[config.mk]
export PLATFORM = sky130hd
export DESIGN_NAME = msort_cell
export DESIGN_NICKNAME = d
export VERILOG_FILES = /design/src/rtl/core/assert_macros.svh /design/src/rtl/core/msort_pkg.sv /design/src/rtl/core/msort_cell.sv
export SDC_FILE = /design/constraint.sdc
export NUM_CORES = 1
export LEC_CHECK = 0
export ABC_AREA = 1
export BUFFER_PORTS_ARGS = -buffer_cell sky130_fd_sc_hd__buf_2
export CAP_MARGIN = 10
export CELL_PAD_IN_SITES_DETAIL_PLACEMENT = 1
export CELL_PAD_IN_SITES_GLOBAL_PLACEMENT = 1
export CORE_ASPECT_RATIO = 1.25
export CORE_MARGIN = 2
export CORE_UTILIZATION = 35
export DETAILED_ROUTE_END_ITERATION = 12
export PLACE_DENSITY = 0.8
export SKIP_CTS_REPAIR_TIMING = 1
export SYNTH_ARGS = -nofsm -noshare
export SYNTH_HDL_FRONTEND = slang
export SYNTH_SLANG_ARGS = --single-unit
[constraint.sdc]
create_clock -name clk -period 3.4 [get_ports clk]
set_clock_uncertainty 0.1 [all_clocks]
set_input_delay 0.34 -clock clk [delete_from_list [all_inputs] [get_ports clk]]
set_output_delay 0.34 -clock clk [all_outputs]
set_load 0.01 [all_outputs]
[src/rtl/core/assert_macros.svh]
// assertion macros shared by the rtl core
// no dependencies; include by bare file name
`ifndef ASSERT_MACROS_SVH
`define ASSERT_MACROS_SVH
`ifndef SYNTHESIS
`define MSORT_ASSERT_NEVER(label, clk, rst_n, cond) \
  label: assert property (@(posedge clk) disable iff (!rst_n) !(cond)) \
    else $error("%m: forbidden condition seen");
`define MSORT_ASSERT_IMPLIES(label, clk, rst_n, ante, cons) \
  label: assert property (@(posedge clk) disable iff (!rst_n) (ante) |-> (cons)) \
    else $error("%m: implication violated");
`else
`define MSORT_ASSERT_NEVER(label, clk, rst_n, cond)
`define MSORT_ASSERT_IMPLIES(label, clk, rst_n, ante, cons)
`endif
`endif

[src/rtl/core/msort_pkg.sv]
// types shared by the sort engine: payload structs, cell slot, fsm states
// no dependencies
`default_nettype none
package msort_pkg;

  typedef logic signed [31:0] elem_t;

  typedef struct packed {
    elem_t value;
    logic  last_item;
  } in_item_t;

  typedef struct packed {
    elem_t sorted_value;
    logic  end_of_run;
  } out_item_t;

  // one element moving between cells, or held in a cell
  typedef struct packed {
    logic  valid;
    elem_t data;
  } slot_t;

  typedef enum logic [1:0] {
    ST_LOAD,
    ST_DRAIN,
    ST_EMIT
  } state_t;

endpackage
`default_nettype wire

[src/rtl/core/msort_cell.sv]
// one cell of the systolic sorting chain: keeps the smaller element, passes the larger
// depends on msort_pkg
`default_nettype none
module msort_cell (
  input  wire logic             clk,
  input  wire logic             rst_n,
  input  wire logic             shift_en,
  input  wire msort_pkg::slot_t pass_in,
  input  wire msort_pkg::slot_t right_hold,
  output msort_pkg::slot_t      hold,
  output msort_pkg::slot_t      pass_out
);

  logic            hold_v_r, hold_v_nxt;
  msort_pkg::elem_t hold_d_r, hold_d_nxt;
  logic            pass_v_r, pass_v_nxt;
  msort_pkg::elem_t pass_d_r, pass_d_nxt;

  always_comb begin
    hold_v_nxt = hold_v_r;
    hold_d_nxt = hold_d_r;
    pass_v_nxt = 1'b0;
    pass_d_nxt = pass_in.data;
    if (shift_en) begin
      // emit: the chain moves one place toward the head
      hold_v_nxt = right_hold.valid;
      hold_d_nxt = right_hold.data;
    end else if (pass_in.valid) begin
      if (!hold_v_r) begin
        hold_v_nxt = 1'b1;
        hold_d_nxt = pass_in.data;
      end else if (pass_in.data < hold_d_r) begin
        hold_d_nxt = pass_in.data;
        pass_v_nxt = 1'b1;
        pass_d_nxt = hold_d_r;
      end else begin
        pass_v_nxt = 1'b1;
      end
    end
  end

  always_ff @(posedge clk) begin
    if (!rst_n) begin
      hold_v_r <= 1'b0;
      pass_v_r <= 1'b0;
    end else begin
      hold_v_r <= hold_v_nxt;
      pass_v_r <= pass_v_nxt;
    end
    hold_d_r <= hold_d_nxt;
    pass_d_r <= pass_d_nxt;
  end

  assign hold     = '{valid: hold_v_r, data: hold_d_r};
  assign pass_out = '{valid: pass_v_r, data: pass_d_r};

endmodule
`default_nettype wire

==> After elaboration in Yosys (flattened, before gate mapping) <==
Index checks and enable logic that the tools add are counted.
{ "totals": {"word_cells": 22, "reg_bits": 66, "inputBits": 69} }
{ "op_classes": {"magnitude_cmp": 1, "n_mux": 11, "reduce_logical": 3, "n_eq_ne": 1, "bitwise": 2} }
{ "op_table": {"columns": ["op", "count"], "rows": [
  ["2-to-1 mux 32 bit", 8],
  ["< comparator 32 bit", 1],
  ["2-to-1 mux 1 bit", 3],
  ["!= test 3 x 2 -> 1 bit (second input constant)", 1],
  ["OR reduction 3 bit", 1],
  ["NOT 1 bit", 2],
  ["AND reduction 2 bit", 1],
  ["nonzero test 2 bit", 1]
]} }

==> Logic depth before layout (Yosys ltp) <==
{ "depth": {"depth_word": 5, "depth_mapped": 17, "mapped_depth_nobuf": 17} }

==> Least setup slack after synthesis <==
Ideal clock, no wire load.
{ "synth_timing": {"path_kind": "register -> register", "startpoint": "register hold_d_r[21]", "endpoint": "register hold_d_r[0], enable pin", "arrival_time_ps": 2186, "period_less_slack_ps": 2672, "setup_slack_ps": 728, "setup_ps": 387, "required_time_ps": 2913, "path_stages_with_launch": 14, "cell_sequence": "edfxtp_1 -> inv_1 -> ha_1 -> a21oi_1 -> nor2_1 -> nor2_1 -> nand3_1 -> a21oi_2 -> nand2_2 -> nand2_2 -> nand2_1 -> nand2_1 -> nand2_1 -> inv_1"} }
{ "synth_via": {"elab_chain_cells": 3} }
{ "synth_lines": {"columns": ["item", "line", "text"], "rows": [
  ["start: declaration", "msort_cell.sv:15", "msort_pkg::elem_t hold_d_r, hold_d_nxt;"],
  ["start signal: assignment", "msort_cell.sv:50", "hold_d_r <= hold_d_nxt;"],
  ["< comparator 32 bit", "msort_cell.sv:32", "end else if (pass_in.data < hold_d_r) begin"],
  ["!= test 3 x 2 -> 1 bit (no source line)", null, null],
  ["AND reduction 2 bit (no source line)", null, null]
]} }
Every way passes these cells.
A chain may end at the register's enable or synchronous reset.

==> Worst setup path after layout <==
{ "layout_timing": {"startpoint": "register hold_d_r[5]", "endpoint": "register hold_d_r[17], enable pin"} }
The elaborated chain is that of the path after synthesis.

==> results.toml <==
[run_status]
status = "complete, no violations"

[critical_path]
r2r_setup_slack_ps = 670
ff2ff_path_depth = 16
critPathArrivalTime_ps = 2640
required_ps = 3310
crit_fanout = 18
critPathKind = "reg2reg"
endpoint = "hold_d_r[17]"
endpoint_kind = "register"
crit_start = "hold_d_r[5]"
startpoint_type = "register"
r2r-start = "hold_d_r[5]"
reg2reg_to = "hold_d_r[17]"

[die]
start_util_pct = 36.03
pin_count = 135
coreArea_um2 = 9609
die_x_um = 92.96
die_area_um2 = 10710
die_h_um = 115.2
rows = 40

[layout]
final_common_cell = "nand2_1"
num-nets-final = 664
n_antenna_cell = 0
drive_above_1_share_pct = 29.35
layout.cells.most_common_list = "nand2_1 (189), buf_2 (134), inv_1 (46)"
instances_no_fill = 695
syn2layout_area_growth_pct = 31.26

[routing]
route.final.wire_length_um = 10700
vias = 3407
vias_per_cell = 4.902
ant_nets = 0
first_pass_iters = 6
drt-initial-drc-count = 110
drcViolationCount = 0
wl_per_cell_um = 15.39

[placed_design]
port-buffer-count = 134
place_congestion = 0.7752
hpwl_um = 7997
dp_cells = 679
dp_slack_ps = 648.0

[cts]
cts-root-buf = "clkbuf_16"
cts_tree = "done"
cts_max_level = 3
cts-buffers-inserted = 9
clkTransAtPathRegs_ps = 50
clock_path_buffers = 2
clock_latency_ps = 330
clkSinkCount = 66

[synth]
syn_nets = 530
synth_cell_types = 21
synthesis.instances = 430
ys_ff_latch = 66
syn_avg_cell_area_um2 = 8.051
yosysSeqAreaShare_pct = 47.42
synthTopCellsByArea = "edfxtp_1 (28%), nand2_1 (20%), dfxtp_1 (20%)"
netlist.area_leader.share_pct = 27.76
synth_warnings = 0
synthesis.area_um2 = 3462
synth_area_leader_cell = "edfxtp_1"

[timing]
rsz0062_at_grt = "no"
fin_setup_tns_ps = 0
fmax_mhz = 366.2
relSlewSlack_pct = 66.96
worst_pin_slew_ps = 495.0
setup_viol = 0
period_share_pct = 80.31
hold_viol = 0
fin_ws_ps = 669.6
fin_crit_ps = 2730
drv_slew = 0

[global_route]
grt_antenna_before_repair = 0
grtUsageTotal_pct = 20.04
overflow = 0
grt_pass1_wl_um = 16500
grt_max_degree = 35
grt_pass1_vias = 3475

[min_path]
whs_path_depth = 3
hp-class = "in2reg"

[pwr]
ir_drop_v = 0.0002648
p_leak_nw = 2.513
p_per_area_nw_per_um2 = 518.1
power_mw = 2.354

[flow_run]
drv_cap = 0
-- area by class of cell --
| type | instances | area, µm² |
|---|---|---|
| multi-input cells | 296 | 1529 |
| clock buffers | 14 | 284.0 |
| inverters | 47 | 176.4 |
| fillers | 1237 | 5065 |
| clock inverters | 2 | 10.01 |
| well taps | 126 | 157.7 |
| flip-flops and latches | 66 | 1642 |
| repair buffers | 144 | 745.7 |
-- sequential cells by signal, summed over array words and instances (netlist names) --
register,count
pass_v_r,1
pass_d_r,32
hold_v_r,1
hold_d_r,32
-- per-stage QoR --
stage | utilization (%) | area, µm² | hold WS [ps]
floorplan | - | 3462 | 343.1
global placement | 44.23 | 4250 | 407.5
detailed placement | 44.23 | 4250 | 447.4
CTS | 47.29 | 4544 | 135.3
global route | 47.29 | 4544 | 149.3
finish | 47.29 | 4544 | 134.1
-- cells in the mapped netlist --
cell / count
a21oi_1: 15
a21oi_2: 1
buf_2: 7
buf_4: 2
buf_6: 3
clkbuf_1: 9
dfxtp_1: 34
edfxtp_1: 32
ha_1: 31
inv_1: 46
inv_2: 1
nand2_1: 189
nand2_2: 3
nand3_1: 2
nand3_2: 2
nand4_1: 32
nor2_1: 9
nor3_1: 3
o21a_1: 1
o21ai_0: 7
o21ai_1: 1
-- per-layer routing --
metal | up-vias | GRT usage (%) | wire length (µm)
met5 | - | 0 | 0
met4 | 0 | 8.922 | 262
met3 | 23 | 4.063 | 578
met2 | 113 | 36.52 | 5653
met1 | 1614 | 22.49 | 4204
li1 | 1657 | - | -
-- cells by family (layout without fill, tap and decap cells) --
kind of cell	Yosys count	count (layout)	synth area share, %
compound gates	25	25	3.795
fa+ha+maj	31	31	11.20
buf+inv	68	207	8.493
flops	66	66	47.42
simple gates	240	240	29.09
-- where the power goes --
part           leakage [nW]  switching, mW  internal [mW]
Sequential            0.616         0.0457          0.923
Clock                 0.149          0.331          0.571
Combinational          1.75          0.302          0.182
-- how the worst min path moves through the flow --
stage                            start      endpoint  slack, ps
after floorplan             pass_in[0]   pass_d_r[0]        340
after global placement    hold_d_r[31]  pass_d_r[31]        410
after detailed placement  hold_d_r[25]  pass_d_r[25]        450
after CTS                  pass_in[21]  pass_d_r[21]        140
after global routing       pass_in[26]  pass_d_r[26]        150
final                      pass_in[21]  pass_d_r[21]        130
-- critical path, cell delays in order (launching register included) --
cell      delay [ps]
edfxtp_1         420
inv_1             80
ha_1             240
a21oi_1          160
nor2_1            50
nor3_1           130
nand2_1           80
nand2_1           60
nand2_1           70
nand2_2           90
nand2_2           70
nand2_2          280
nand2_1           90
nand2_1           80
nand2_1           50
inv_1             80
buf_4            270
Note: power is estimated with default switching activity, not from simulation.
